File: src/rtl/tst_pkg.sv
`timescale 1ns / 1ps
`default_nettype none
package tst_pkg;
  localparam int unsigned CmdW = 2;
  localparam int unsigned SlotFieldW = 4;
  localparam int unsigned TimeW = 32;
  localparam int unsigned TagW = 16;
  localparam int unsigned KindW = 3;
  localparam int unsigned SecW = 34;
  localparam int unsigned RateW = 16;

  localparam logic [CmdW-1:0] CmdTick   = 2'd0;
  localparam logic [CmdW-1:0] CmdCreate = 2'd1;
  localparam logic [CmdW-1:0] CmdRenew  = 2'd2;
  localparam logic [CmdW-1:0] CmdCancel = 2'd3;

  localparam logic [KindW-1:0] KindOk      = 3'd0;
  localparam logic [KindW-1:0] KindExpired = 3'd1;
  localparam logic [KindW-1:0] KindTick    = 3'd2;
  localparam logic [KindW-1:0] KindFull    = 3'd3;
  localparam logic [KindW-1:0] KindNotUsed = 3'd4;

  localparam logic CfgRate   = 1'b0;
  localparam logic CfgAdjust = 1'b1;

  typedef struct packed {
    logic [CmdW-1:0]       command;
    logic [SlotFieldW-1:0] slot;
    logic [TimeW-1:0]      timeout;
    logic [TagW-1:0]       tag;
  } req_t;

  typedef struct packed {
    logic [KindW-1:0]      kind;
    logic [SlotFieldW-1:0] slot_res;
    logic [TagW-1:0]       tag_res;
    logic [SecW-1:0]       seconds;
    logic                  last;
  } res_t;
endpackage
`default_nettype wire

File: src/rtl/tst_if.sv
`timescale 1ns / 1ps
`default_nettype none
interface tst_req_if import tst_pkg::*; ();
  logic valid;
  logic ready;
  req_t payload;
  modport source (output valid, output payload, input ready);
  modport sink (input valid, input payload, output ready);
endinterface

interface tst_res_if import tst_pkg::*; ();
  logic valid;
  logic ready;
  res_t payload;
  modport source (output valid, output payload, input ready);
  modport sink (input valid, input payload, output ready);
endinterface
`default_nettype wire

File: src/rtl/tst_div.sv
`timescale 1ns / 1ps
`default_nettype none
// restoring divider, one quotient bit per cycle
module tst_div import tst_pkg::*; (
  input  wire logic             clk_i,
  input  wire logic             rst_ni,
  input  wire logic             start_i,
  input  wire logic [TimeW-1:0] num_i,
  input  wire logic [RateW-1:0] den_i,
  output logic                  done_o,
  output logic [TimeW-1:0]      quo_o
);
  logic [TimeW-1:0] quo_q;
  logic [RateW:0]   rem_q;
  logic [RateW-1:0] den_q;
  logic [5:0]       cnt_q;
  logic             busy_q;
  logic [RateW:0]   trial;

  assign trial = {rem_q[RateW-1:0], quo_q[TimeW-1]};

  always_ff @(posedge clk_i or negedge rst_ni) begin
    if (!rst_ni) begin
      busy_q <= 1'b0;
      cnt_q  <= '0;
      done_o <= 1'b0;
    end else begin
      done_o <= 1'b0;
      if (start_i) begin
        busy_q <= 1'b1;
        cnt_q  <= 6'(TimeW);
      end else if (busy_q) begin
        cnt_q <= cnt_q - 6'd1;
        if (cnt_q == 6'd1) begin
          busy_q <= 1'b0;
          done_o <= 1'b1;
        end
      end
    end
  end

  always_ff @(posedge clk_i) begin
    if (start_i) begin
      quo_q <= num_i;
      rem_q <= '0;
      den_q <= (den_i == '0) ? RateW'(1) : den_i;
    end else if (busy_q) begin
      if (trial >= {1'b0, den_q}) begin
        rem_q <= trial - {1'b0, den_q};
        quo_q <= {quo_q[TimeW-2:0], 1'b1};
      end else begin
        rem_q <= trial;
        quo_q <= {quo_q[TimeW-2:0], 1'b0};
      end
    end
  end

  assign quo_o = quo_q;
endmodule
`default_nettype wire

File: src/rtl/tst_datapath.sv
`timescale 1ns / 1ps
`default_nettype none
module tst_datapath import tst_pkg::*; #(
  parameter int unsigned SLOTS = 16,
  localparam int unsigned IdxW = (SLOTS > 1) ? $clog2(SLOTS) : 1
) (
  input  wire logic             clk_i,
  input  wire logic             rst_ni,
  input  wire logic             load_i,
  input  wire req_t             req_i,
  input  wire logic             tick_inc_i,
  input  wire logic             cnt_clr_i,
  input  wire logic             cnt_inc_i,
  input  wire logic             free_scan_i,
  input  wire logic             create_i,
  input  wire logic             renew_i,
  input  wire logic             cancel_i,
  input  wire logic             div_start_i,
  output logic                  scan_hit_o,
  output logic                  scan_end_o,
  output logic                  addr_live_o,
  output logic                  slot_live_o,
  output logic                  div_done_o,
  output logic [IdxW-1:0]       idx_o,
  output logic [TagW-1:0]       tag_o,
  output logic [TimeW-1:0]      quo_o,
  input  wire logic [RateW-1:0] rate_i
);
  logic [TimeW-1:0] expiry_mem [SLOTS];
  logic [TagW-1:0]  tag_mem [SLOTS];
  logic [SLOTS-1:0] live_q;
  logic [TimeW-1:0] tick_q;
  logic [IdxW:0]    cnt_q;
  logic [IdxW:0]    cnt_d;
  logic [TimeW-1:0] expiry_rd_q;
  logic [TagW-1:0]  tag_rd_q;
  req_t             req_q;
  logic [IdxW-1:0]  idx;
  logic [IdxW-1:0]  addr;
  logic             addr_ok;

  assign cnt_d = cnt_clr_i ? '0 : (cnt_inc_i ? cnt_q + (IdxW+1)'(1) : cnt_q);
  assign idx  = cnt_q[IdxW-1:0];
  assign idx_o = idx;
  assign addr = IdxW'(req_q.slot);
  assign addr_ok = (32'(req_q.slot) < SLOTS);
  assign addr_live_o = addr_ok && live_q[addr];
  assign scan_end_o = (cnt_q == (IdxW+1)'(SLOTS - 1));
  // read data registered from the next scan index, so it matches the current index
  assign scan_hit_o = live_q[idx] && (expiry_rd_q < tick_q);
  assign slot_live_o = live_q[idx];
  assign tag_o = tag_rd_q;

  always_ff @(posedge clk_i or negedge rst_ni) begin
    if (!rst_ni) begin
      live_q <= '0;
      tick_q <= '0;
      cnt_q  <= '0;
    end else begin
      if (tick_inc_i) tick_q <= tick_q + 32'd1;
      cnt_q <= cnt_d;
      if (free_scan_i) live_q[idx] <= 1'b0;
      if (create_i) live_q[idx] <= 1'b1;
      if (cancel_i) live_q[addr] <= 1'b0;
    end
  end

  always_ff @(posedge clk_i) begin
    if (load_i) req_q <= req_i;
    if (create_i) begin
      expiry_mem[idx] <= tick_q + req_q.timeout;
      tag_mem[idx]    <= req_q.tag;
    end
    if (renew_i) expiry_mem[addr] <= tick_q + req_q.timeout;
    expiry_rd_q <= expiry_mem[cnt_d[IdxW-1:0]];
    tag_rd_q    <= tag_mem[cnt_d[IdxW-1:0]];
  end

  tst_div u_div (
    .clk_i   (clk_i),
    .rst_ni  (rst_ni),
    .start_i (div_start_i),
    .num_i   (tick_q),
    .den_i   (rate_i),
    .done_o  (div_done_o),
    .quo_o   (quo_o)
  );
endmodule
`default_nettype wire

File: src/rtl/tst_ctrl.sv
`timescale 1ns / 1ps
`default_nettype none
module tst_ctrl import tst_pkg::*; #(
  parameter int unsigned SLOTS = 16,
  localparam int unsigned IdxW = (SLOTS > 1) ? $clog2(SLOTS) : 1
) (
  input  wire logic                   clk_i,
  input  wire logic                   rst_ni,
  input  wire logic                   in_valid_i,
  input  wire req_t                   req_i,
  output logic                        in_ready_o,
  output logic                        out_valid_o,
  input  wire logic                   out_ready_i,
  output res_t                        res_o,
  output logic                        load_o,
  output logic                        tick_inc_o,
  output logic                        cnt_clr_o,
  output logic                        cnt_inc_o,
  output logic                        free_scan_o,
  output logic                        create_o,
  output logic                        renew_o,
  output logic                        cancel_o,
  output logic                        div_start_o,
  input  wire logic                   scan_hit_i,
  input  wire logic                   scan_end_i,
  input  wire logic                   addr_live_i,
  input  wire logic                   div_done_i,
  input  wire logic                   slot_live_i,
  input  wire logic [IdxW-1:0]        idx_i,
  input  wire logic [TagW-1:0]        tag_i,
  input  wire logic [TimeW-1:0]       quo_i,
  input  wire logic signed [TimeW-1:0] adjust_i
);
  typedef enum logic [2:0] {
    StIdle, StDecode, StScan, StDiv, StFind, StDone
  } state_e;

  state_e state_q;
  req_t   req_q;
  logic   scan_done_q;
  logic   out_free;
  logic   out_set;

  assign in_ready_o = (state_q == StIdle);
  assign load_o = in_valid_i && in_ready_o;
  assign out_free = !out_valid_o || out_ready_i;

  always_comb begin
    tick_inc_o = 1'b0; cnt_clr_o = 1'b0; cnt_inc_o = 1'b0; free_scan_o = 1'b0;
    create_o = 1'b0; renew_o = 1'b0; cancel_o = 1'b0; div_start_o = 1'b0;
    out_set = 1'b0;
    case (state_q)
      StIdle: begin
        if (load_o) begin
          cnt_clr_o = 1'b1;
          tick_inc_o = (req_i.command == CmdTick);
        end
      end
      StDecode: begin
        if (req_q.command == CmdTick) div_start_o = 1'b1;
        else if (req_q.command == CmdRenew) renew_o = addr_live_i;
        else if (req_q.command == CmdCancel) cancel_o = addr_live_i;
        out_set = (req_q.command != CmdTick);
      end
      StScan: begin
        if (out_free) begin
          free_scan_o = scan_hit_i;
          cnt_inc_o = !scan_end_i;
          out_set = scan_hit_i;
        end
      end
      StDiv: begin
        out_set = (div_done_i || scan_done_q) && out_free;
      end
      StFind: begin
        if (!slot_live_i) create_o = 1'b1;
        else cnt_inc_o = !scan_end_i;
        out_set = !slot_live_i || scan_end_i;
      end
      default: ;
    endcase
  end

  always_ff @(posedge clk_i or negedge rst_ni) begin
    if (!rst_ni) begin
      state_q <= StIdle;
      out_valid_o <= 1'b0;
      scan_done_q <= 1'b0;
    end else begin
      if (out_set) out_valid_o <= 1'b1;
      else if (out_valid_o && out_ready_i) out_valid_o <= 1'b0;
      // the divider may finish while the scan is still held by the output
      if (state_q == StDecode) scan_done_q <= 1'b0;
      else if (div_done_i) scan_done_q <= 1'b1;
      case (state_q)
        StIdle: begin
          if (load_o) begin
            req_q <= req_i;
            state_q <= (req_i.command == CmdCreate) ? StFind : StDecode;
          end
        end
        StDecode: begin
          if (req_q.command == CmdTick) begin
            state_q <= StScan;
          end else begin
            res_o <= '{kind: addr_live_i ? KindOk : KindNotUsed,
                       slot_res: req_q.slot, tag_res: '0, seconds: '0, last: 1'b1};
            state_q <= StDone;
          end
        end
        StScan: begin
          if (out_free) begin
            if (scan_hit_i) begin
              res_o <= '{kind: KindExpired, slot_res: SlotFieldW'(idx_i),
                         tag_res: tag_i, seconds: '0, last: 1'b0};
            end
            if (scan_end_i) state_q <= StDiv;
          end
        end
        StDiv: begin
          if (out_set) begin
            res_o <= '{kind: KindTick, slot_res: '0, tag_res: '0,
                       seconds: SecW'({1'b0, quo_i}) + SecW'(adjust_i), last: 1'b1};
            state_q <= StDone;
          end
        end
        StFind: begin
          if (!slot_live_i) begin
            res_o <= '{kind: KindOk, slot_res: SlotFieldW'(idx_i), tag_res: req_q.tag,
                       seconds: '0, last: 1'b1};
            state_q <= StDone;
          end else if (scan_end_i) begin
            res_o <= '{kind: KindFull, slot_res: '0, tag_res: '0, seconds: '0, last: 1'b1};
            state_q <= StDone;
          end
        end
        StDone: begin
          if (out_free) state_q <= StIdle;
        end
        default: state_q <= StIdle;
      endcase
    end
  end
endmodule
`default_nettype wire

File: src/rtl/timer_slot_table.sv
`timescale 1ns / 1ps
`default_nettype none
// channel   dir  payload                               transaction
// req       in   command, slot, timeout, tag           one command
// res       out  kind, slot_res, tag_res, seconds, last one result, last marks the end
// cfg       in   cfg_we_i, cfg_idx_i, cfg_data_i       register write, no read-back
//
// create: the free-slot search walks one slot a cycle
// tick: a scan of all SLOTS slots, with the serial divider running alongside;
// a stalled result holds the scan and the end
// reset clears the counter, the live bits and the registers; no clearing pass
module timer_slot_table import tst_pkg::*; #(
  parameter int unsigned SLOTS = 16
) (
  input  wire logic        clk_i,
  input  wire logic        rst_ni,
  tst_req_if.sink          req,
  tst_res_if.source        res,
  input  wire logic        cfg_we_i,
  input  wire logic        cfg_idx_i,
  input  wire logic [31:0] cfg_data_i
);
  localparam int unsigned IdxW = (SLOTS > 1) ? $clog2(SLOTS) : 1;

  logic [RateW-1:0]          rate_q;
  logic signed [TimeW-1:0]   adjust_q;
  logic load, tick_inc, cnt_clr, cnt_inc, free_scan, create, renew, cancel, div_start;
  logic scan_hit, scan_end, addr_live, div_done;
  logic [IdxW-1:0] idx;
  logic [TagW-1:0] tag;
  logic [TimeW-1:0] quo;
  logic live_at_idx;

  // configuration registers
  always_ff @(posedge clk_i or negedge rst_ni) begin
    if (!rst_ni) begin
      rate_q   <= RateW'(100);
      adjust_q <= '0;
    end else if (cfg_we_i) begin
      if (cfg_idx_i == CfgRate) rate_q <= cfg_data_i[RateW-1:0];
      else adjust_q <= cfg_data_i;
    end
  end

  // during create, a slot is taken when its index is not live
  tst_datapath #(.SLOTS(SLOTS)) u_dp (
    .clk_i, .rst_ni, .load_i(load), .req_i(req.payload),
    .tick_inc_i(tick_inc), .cnt_clr_i(cnt_clr), .cnt_inc_i(cnt_inc),
    .free_scan_i(free_scan), .create_i(create), .renew_i(renew), .cancel_i(cancel),
    .div_start_i(div_start), .scan_hit_o(scan_hit), .scan_end_o(scan_end),
    .addr_live_o(addr_live), .slot_live_o(live_at_idx), .div_done_o(div_done),
    .idx_o(idx), .tag_o(tag), .quo_o(quo), .rate_i(rate_q)
  );

  tst_ctrl #(.SLOTS(SLOTS)) u_ctrl (
    .clk_i, .rst_ni, .in_valid_i(req.valid), .req_i(req.payload),
    .in_ready_o(req.ready), .out_valid_o(res.valid), .out_ready_i(res.ready),
    .res_o(res.payload), .load_o(load), .tick_inc_o(tick_inc), .cnt_clr_o(cnt_clr),
    .cnt_inc_o(cnt_inc), .free_scan_o(free_scan), .create_o(create), .renew_o(renew),
    .cancel_o(cancel), .div_start_o(div_start), .scan_hit_i(scan_hit),
    .scan_end_i(scan_end), .addr_live_i(addr_live), .div_done_i(div_done),
    .slot_live_i(live_at_idx), .idx_i(idx), .tag_i(tag), .quo_i(quo),
    .adjust_i(adjust_q)
  );
endmodule
`default_nettype wire
File: src/flat_wrapper.sv
// flat-port wrapper written by rule: the top's interface ports become plain ports
module timer_slot_table_flat import tst_pkg::*;
#(
  parameter int unsigned SLOTS = 16
)
  (clk_i, rst_ni, cfg_we_i, cfg_idx_i, cfg_data_i, req_valid, req_payload, req_ready, res_valid, res_payload, res_ready);
  tst_req_if req_i ();
  tst_res_if res_i ();
  input  wire logic clk_i;
  input  wire logic rst_ni;
  input  wire logic cfg_we_i;
  input  wire logic cfg_idx_i;
  input  wire logic [31:0] cfg_data_i;
  input wire logic [$bits(req_i.valid)-1:0] req_valid;
  input wire logic [$bits(req_i.payload)-1:0] req_payload;
  output wire logic [$bits(req_i.ready)-1:0] req_ready;
  output wire logic [$bits(res_i.valid)-1:0] res_valid;
  output wire logic [$bits(res_i.payload)-1:0] res_payload;
  input wire logic [$bits(res_i.ready)-1:0] res_ready;
  assign req_i.valid = req_valid;
  assign req_i.payload = req_payload;
  assign req_ready = req_i.ready;
  assign res_valid = res_i.valid;
  assign res_payload = res_i.payload;
  assign res_i.ready = res_ready;
  timer_slot_table #(.SLOTS(SLOTS)) u_core (.clk_i(clk_i), .rst_ni(rst_ni), .req(req_i), .res(res_i), .cfg_we_i(cfg_we_i), .cfg_idx_i(cfg_idx_i), .cfg_data_i(cfg_data_i));
endmodule
File: config.mk
export PLATFORM = sky130hd
export DESIGN_NAME = timer_slot_table_flat
export DESIGN_NICKNAME = d
export VERILOG_FILES = /design/src/rtl/tst_pkg.sv /design/src/rtl/tst_if.sv /design/src/rtl/tst_div.sv /design/src/rtl/tst_datapath.sv /design/src/rtl/tst_ctrl.sv /design/src/rtl/timer_slot_table.sv /design/src/flat_wrapper.sv
export SDC_FILE = /design/constraint.sdc
export NUM_CORES = 2
export LEC_CHECK = 0
export BUFFER_PORTS_ARGS = -buffer_cell sky130_fd_sc_hd__buf_2
export CORE_MARGIN = 5
export CORE_UTILIZATION = 60
export DETAILED_ROUTE_END_ITERATION = 8
export PLACE_DENSITY = 0.83
export RECOVER_POWER = 100
export SETUP_SLACK_MARGIN = 0.4
export SYNTH_ARGS = -nofsm -noshare
export SYNTH_HDL_FRONTEND = slang
export SYNTH_SLANG_ARGS = --single-unit
File: constraint.sdc
create_clock -name clk_i -period 5.5 [get_ports clk_i]
set_clock_uncertainty 0.15 [all_clocks]
set_input_delay 0.275 -clock clk_i [delete_from_list [all_inputs] [get_ports clk_i]]
set_output_delay 0.275 -clock clk_i [all_outputs]
set_load 0.05 [all_outputs]
Word-level counts from Yosys, hierarchy flattened
Memories as Yosys holds them, arrays and structs flattened. A register that Yosys moved wholly into a read port is not among the register bits.
Cells that the tools add are included.
- flip-flop bits (word level): 310
- bits in writable memories: 768
- logic and storage cells: 167
- memories: 2
- $add $sub $neg: 6
- $lt $le $gt $ge: 6
- equality and inequality tests: 18
- multiplexer cells: 75
- bitwise operators: 6
- reduce and logical (&&, ||, !) cells: 28
- memories (memory ; depth ; width ; rd ports ; clocked after Yosys merged registers in ; wr ports ; RTL line ; RTL):
    u_core.u_dp.expiry_mem ; 16 ; 32 ; 1 ; 1 ; 1 ; tst_datapath.sv:29 ; logic [TimeW-1:0] expiry_mem [SLOTS];
    u_core.u_dp.tag_mem ; 16 ; 16 ; 1 ; 1 ; 1 ; tst_datapath.sv:30 ; logic [TagW-1:0] tag_mem [SLOTS];
- operators with widths (operator ; number):
    $mux 58 ; 6
    $pmux 58 s4 ; 1
    $mux 32 ; 3
    $mux 16 ; 4
    $mux 1 ; 39
    $add 33x32->34 ; 1
    $add 32x1->32 const B ; 1
    $add 32x32->32 ; 1
    $and 16x16->16 ; 2
    $lt 32x32->1 ; 1
    $not 16->16 ; 2
    $reduce_or 32->1 ; 1
    $mux 3 ; 10
    $pmux 3 s6 ; 1
    $ge 17x16->1 ; 1
    $logic_not 16->1 ; 1
    $or 16x16->16 ; 1
    $sub 16x16->16 ; 1
    $mux 6 ; 2
    $ne 2x2->1 const B ; 6
    $lt 4x5->1 const B ; 2
    $mux 5 ; 2
    $reduce_bool 2->1 ; 5
    $bmux 1 s4 ; 2
    other kinds (27) ; 43

Depth between registers and ports, before layout
- depth in word-level cells: 11
- mapped depth: 16
- gate-level depth less buffers: 12

Modules after synthesis
Synthesis repeated with hierarchy kept, for this count alone.
- cells, all modules: 3904
- area total of the unflattened synthesis: 48886.9 um^2
- modules (own cells, without submodules) (module ; instances ; cells each ; area an instance (um^2)):
    tst_datapath ; 1 ; 2949 ; 37893.8
    tst_ctrl ; 1 ; 497 ; 5255.0
    tst_div ; 1 ; 355 ; 3911.3
    timer_slot_table ; 1 ; 103 ; 1826.8

Worst setup path before layout
No wires, ideal clock.
- path kind: register to register
- from: reg u_core.u_dp.cnt_q[0]
- to: mem u_core.u_dp.expiry_mem[10][0], enable pin
- arrival: 3788 ps
- data required time: 4929 ps
- setup slack: 1140 ps
- cell stages (with the launch flop): 9
- buffers on the path: 2
- cells stage by stage: dfrtp_1 -> buf_2 -> mux4_2 -> mux2_2 -> o21ai_0 -> and2_0 -> clkbuf_1 -> a32oi_1 -> nor2_1
- cells in the longest elaborated chain, start to end: 7
- elaborated cells on any way between the ends: 8
- RTL lines (element ; RTL line ; RTL):
    start, declared ; tst_datapath.sv:33 ; logic [IdxW:0] cnt_q;
    start signal, assigned ; tst_datapath.sv:61 ; cnt_q <= cnt_d;
    $bmux 1 s4 ; tst_datapath.sv:51 ; assign slot_live_o = live_q[idx];
    $mux 1 (not written as such) ; tst_datapath.sv:51 ;
    $mux 1 ; tst_ctrl.sv:76 ; if (!slot_live_i) create_o = 1'b1;
    $mux 1 ; tst_ctrl.sv:52 ; case (state_q)
    $mux 1 ; tst_datapath.sv:70 ; if (create_i) begin
    $mux 1 (not written as such) ; tst_datapath.sv:71 ; expiry_mem[idx] <= tick_q + req_q.timeout;
    $mux 1 (no source line) ; -- ;
    end, declared ; tst_datapath.sv:29 ;
Parallel ways exist; a longest one is shown, timed or not. The select of a mux whose other input is x is not followed.

Final worst setup path
- from: reg u_core.u_dp.req_q (netlist bit u_core.u_dp.addr[0])
- to: mem u_core.u_dp.expiry_mem[4][28], enable pin
- cells in the longest elaborated chain, start to end: 9
- elaborated cells on any way between the ends: 10
- RTL lines (element ; RTL line ; RTL):
    start, declared ; tst_datapath.sv:37 ; req_t req_q;
    start signal, assigned ; tst_datapath.sv:69 ; if (load_i) req_q <= req_i;
    $bmux 1 s4 ; tst_datapath.sv:47 ; assign addr_live_o = addr_ok && live_q[addr];
    $mux 1 (not written as such) ; tst_datapath.sv:47 ;
    $mux 1 ; tst_ctrl.sv:61 ; else if (req_q.command == CmdRenew) renew_o = addr_live_i;
    $mux 1 ; tst_ctrl.sv:60 ; if (req_q.command == CmdTick) div_start_o = 1'b1;
    $mux 1 ; tst_ctrl.sv:52 ;
    $mux 1 ; tst_datapath.sv:74 ; if (renew_i) expiry_mem[addr] <= tick_q + req_q.timeout;
    $mux 1 (not written as such) ; tst_datapath.sv:74 ;
    $reduce_or 32->1 (no source line) ; -- ;
    $mux 4 (no source line) / $mux 1 (equally long branches) ; -- ;
Parallel ways exist; a longest one is shown, timed or not. The select of a mux whose other input is x is not followed.

==> impl_metrics.py <==
metrics = {
    "outcome": {
        "status": "finished with violations",
        "violations": "max-capacitance violations, max-slew violations",
    },
    "timing": {
        "final_hold_viol_count": 0,
        "rsz0062_at_grt": "false",
        "final-max-slew-violation-count": 479,
        "setup_viol_count_final": 0,
        "slew_headroom_pct": -90.75,
        "layout_min_cycle_time_ns": 5.064,
        "tightest_slew_ns": 2.861,
        "fin_crit_sh_pct": 92.07,
        "max_freq_mhz": 197.5,
        "fin_tns_setup_ns": 0,
    },
    "logic_synthesis": {
        "synth_edf_count": 948,
        "synth_ff_type": "edfxtp_1",
        "synthMuxAreaShare_pct": 4.107,
        "syn_inst": 3621,
        "synth-compound-area-share_pct": 12.63,
        "synth_top_family_by_area": "compound AO/OA/AOI/OAI gates",
        "syn_area_per_cell_um2": 13.21,
        "synth-xor-area-share_pct": 1.721,
        "async_flop_share_pct": 10.12,
        "yosys_warnings": 0,
        "synthSimpleGateAreaFrac_pct": 7.542,
        "synth_area_mm2": 0.04783,
        "synth_nets": 3835,
        "synthAdderAreaFrac_pct": 3.239,
        "synth_seq_cells": 1126,
        "ys_types": 75,
        "ys_seq_area_share_pct": 68.17,
    },
    "detailed_routing": {
        "wl_per_cell_um": 24.67,
        "wl_um": 122800,
        "vias_per_cell": 6.495,
        "drc_errors": 0,
        "drt_pass1_iterations": 6,
        "ant_nets": 0,
        "drt-initial-drc-count": 4020,
        "num_vias": 32350,
    },
    "critical_path": {
        "required_ns": 5.62,
        "cp_max_fo": 17,
        "crit_type": "register to register",
        "critical_path.slowest_cell": "clkbuf_1",
        "r2r_cells": 7,
        "worstSetupStartpointType": "register",
        "worst_ep_arrival_time_ns": 5.18,
        "max_stage_delay_ns": 1.12,
        "crit_top_cell": "mux4_2",
        "crit_chain": "mux4_2 > mux4_2 > nand4_1 > nor2_1 > a21oi_1 > nor2_4 > clkbuf_1",
        "endpoint_kind": "register",
        "r2r_slack_ns": 0.44,
    },
    "floorplanning": {
        "start_util_pct": 60.54,
        "die_y_um": 292.3,
        "die-area_mm2": 0.08546,
        "die_w_um": 292.3,
        "core_area_mm2": 0.07900,
        "pin_count": 152,
        "row_count": 103,
    },
    "cells_and_area": {
        "drive_gt1_share_pct": 9.015,
        "num-nets-final": 4048,
        "finalNonFillerCells": 4980,
        "final_common_cell": "edfxtp_1",
        "syn_to_final_growth_pct": 12.84,
        "layout_common_cells": "edfxtp_1 (948), nand2_1 (513), a21oi_1 (465)",
    },
    "grt": {
        "grt_overflow": 0,
        "antenna_found_initial": 2,
        "grt_pass1_vias": 32100,
        "grt_max_degree": 216,
        "grt_pass1_wl_um": 186300,
        "globalRouteTotalUtil_pct": 27.90,
    },
    "cts": {
        "cts_buffers": 106,
        "cts_root_buf": "clkbuf_16",
        "tritoncts": "built",
        "htreeDepth": 3,
        "cts_buffer_depth": 3,
        "ctsResizeCount": 0,
        "cts.sinks": 1126,
        "insertion_delay_ns": 0.68,
        "path_clk_slew_ns": 0.06,
    },
    "place": {
        "port_buffers": 151,
        "dpl.cell_count": 4687,
        "hpwlAfterDp_um": 70050,
        "gp_congestion": 0.9084,
    },
    "min_path": {
        "hold_depth": 4,
        "hp-class": "primary input to register",
    },
    "power": {
        "cellLeakagePower_nw": 18.94,
        "power_density_mw_per_mm2": 595.9,
        "peakVddDrop_uv": 725.2,
    },
    "flow_run": {
        "cap_violations": 15,
    },
}
## report_power, final
| group | internal, mW | switching (mW) |
|---|---|---|
| logic | 4.34 | 8.71 |
| registers | 10.9 | 0.755 |
| clock network | 4.23 | 3.20 |
## cell usage after synthesis, types with 21 or more instances
| cell | instances | share of area, % |
|---|---|---|
| a221oi_1 | 103 | 1.9 |
| dfrtp_1 | 111 | 5.8 |
| ha_1 | 119 | 3.1 |
| nand3_1 | 39 | 0.41 |
| xnor2_1 | 75 | 1.4 |
| dfxtp_1 | 64 | 2.7 |
| a211oi_1 | 22 | 0.35 |
| nand2_1 | 513 | 4.0 |
| mux2i_1 | 113 | 2.4 |
| nor3_1 | 31 | 0.32 |
| inv_1 | 89 | 0.70 |
| buf_1 | 21 | 0.16 |
| nor2_1 | 138 | 1.1 |
| a21oi_1 | 465 | 4.9 |
| o21ai_0 | 108 | 1.1 |
| edfxtp_1 | 948 | 60 |
| a311oi_1 | 48 | 0.88 |
| mux2_2 | 54 | 1.3 |
| clkbuf_1 | 127 | 1.0 |
| a21o_1 | 35 | 0.55 |
| buf_2 | 51 | 0.53 |
| a22oi_1 | 50 | 0.78 |
## path summary, 6_finish.rpt
path                                              from                       endpoint
min in group asynchronous                       rst_ni         u_core.u_dp.live_q[10]
max                                u_core.u_dp.addr[0]  u_core.u_dp.expiry_mem[4][28]
max reg2reg                        u_core.u_dp.addr[0]  u_core.u_dp.expiry_mem[4][28]
min                                          cfg_idx_i               u_core.rate_q[3]
min reg2reg                u_core.u_dp.u_div.rem_q[15]    u_core.u_dp.u_div.rem_q[15]
max in group asynchronous                       rst_ni          u_core.u_dp.tick_q[5]
## cell type report
type	count	area [um2]
Sequential cell	1126	32610
Fill cell	5031	25030
Multi-Input combinational cell	2195	14110
Clock buffer	143	2933
Timing Repair Buffer	312	2012
Tap cell	1050	1314
Clock inverter	58	621.8
Inverter	93	365.4
Antenna cell	3	7.507
## timing repair
item	in CTS	in global routing
setup buffers	0	0
endpoints found under the hold margin	172	0
hold buffers	88	0
## per-layer routing
metal	GRT usage (%)	wire (um)	up-vias
met5	0	27	-
met4	10.60	4826	4
met3	5.376	13460	365
met2	45.46	58870	2152
met1	37.90	45650	15720
li1	-	-	14110
## critical path, delay by kind of cell (launching register included)
kind	cells	cell delay, ns
DFF	1	0.61
muxes	2	0.69
and+or+nand+nor	3	1.58
buffers and inverters	1	1.12
AOI/OAI and AO/OA	1	0.47
## kinds of logic after synthesis
group,after synthesis
simple gates,844
fa+ha+maj,122
mux,177
flops,1126
buf+inv,300
xor+xnor,94
compound gates,958
## sequential cells by signal (all words and copies together), names as in the netlist, 22 cells and up
| name | cells |
|---|---|
| u_core.u_dp.tick_q | 32 |
| u_core.u_dp.expiry_mem | 512 |
| u_core.u_dp.tag_mem | 256 |
| u_core.u_dp.req_q | 48 |
| u_core.u_dp.expiry_rd_q | 32 |
| u_core.u_dp.u_div.quo_o | 32 |
| u_core.u_ctrl.req_q | 22 |
| u_core.u_ctrl.res_o | 58 |
| u_core.adjust_q | 32 |
## through the flow
| step | total power, mW | instance area (um2) | hold slack, ns | setup slack [ns] | utilization, % |
|---|---|---|---|---|---|
| global route | 33.73 | 53960 | 0.1470 | 0.3043 | 68.30 |
| CTS | 32.05 | 54310 | 0.04035 | 0.8639 | 68.75 |
| floorplan | 21.12 | 47830 | -0.1706 | 1.140 | - |
| detailed placement | 24.42 | 49870 | 0.2132 | 0.9702 | 63.13 |
| global placement | 23.96 | 49870 | 0.2090 | 1.103 | 63.13 |
| finish | 32.16 | 53970 | 0.1044 | 0.4360 | 68.31 |
Power figures use the tool's default switching activity.
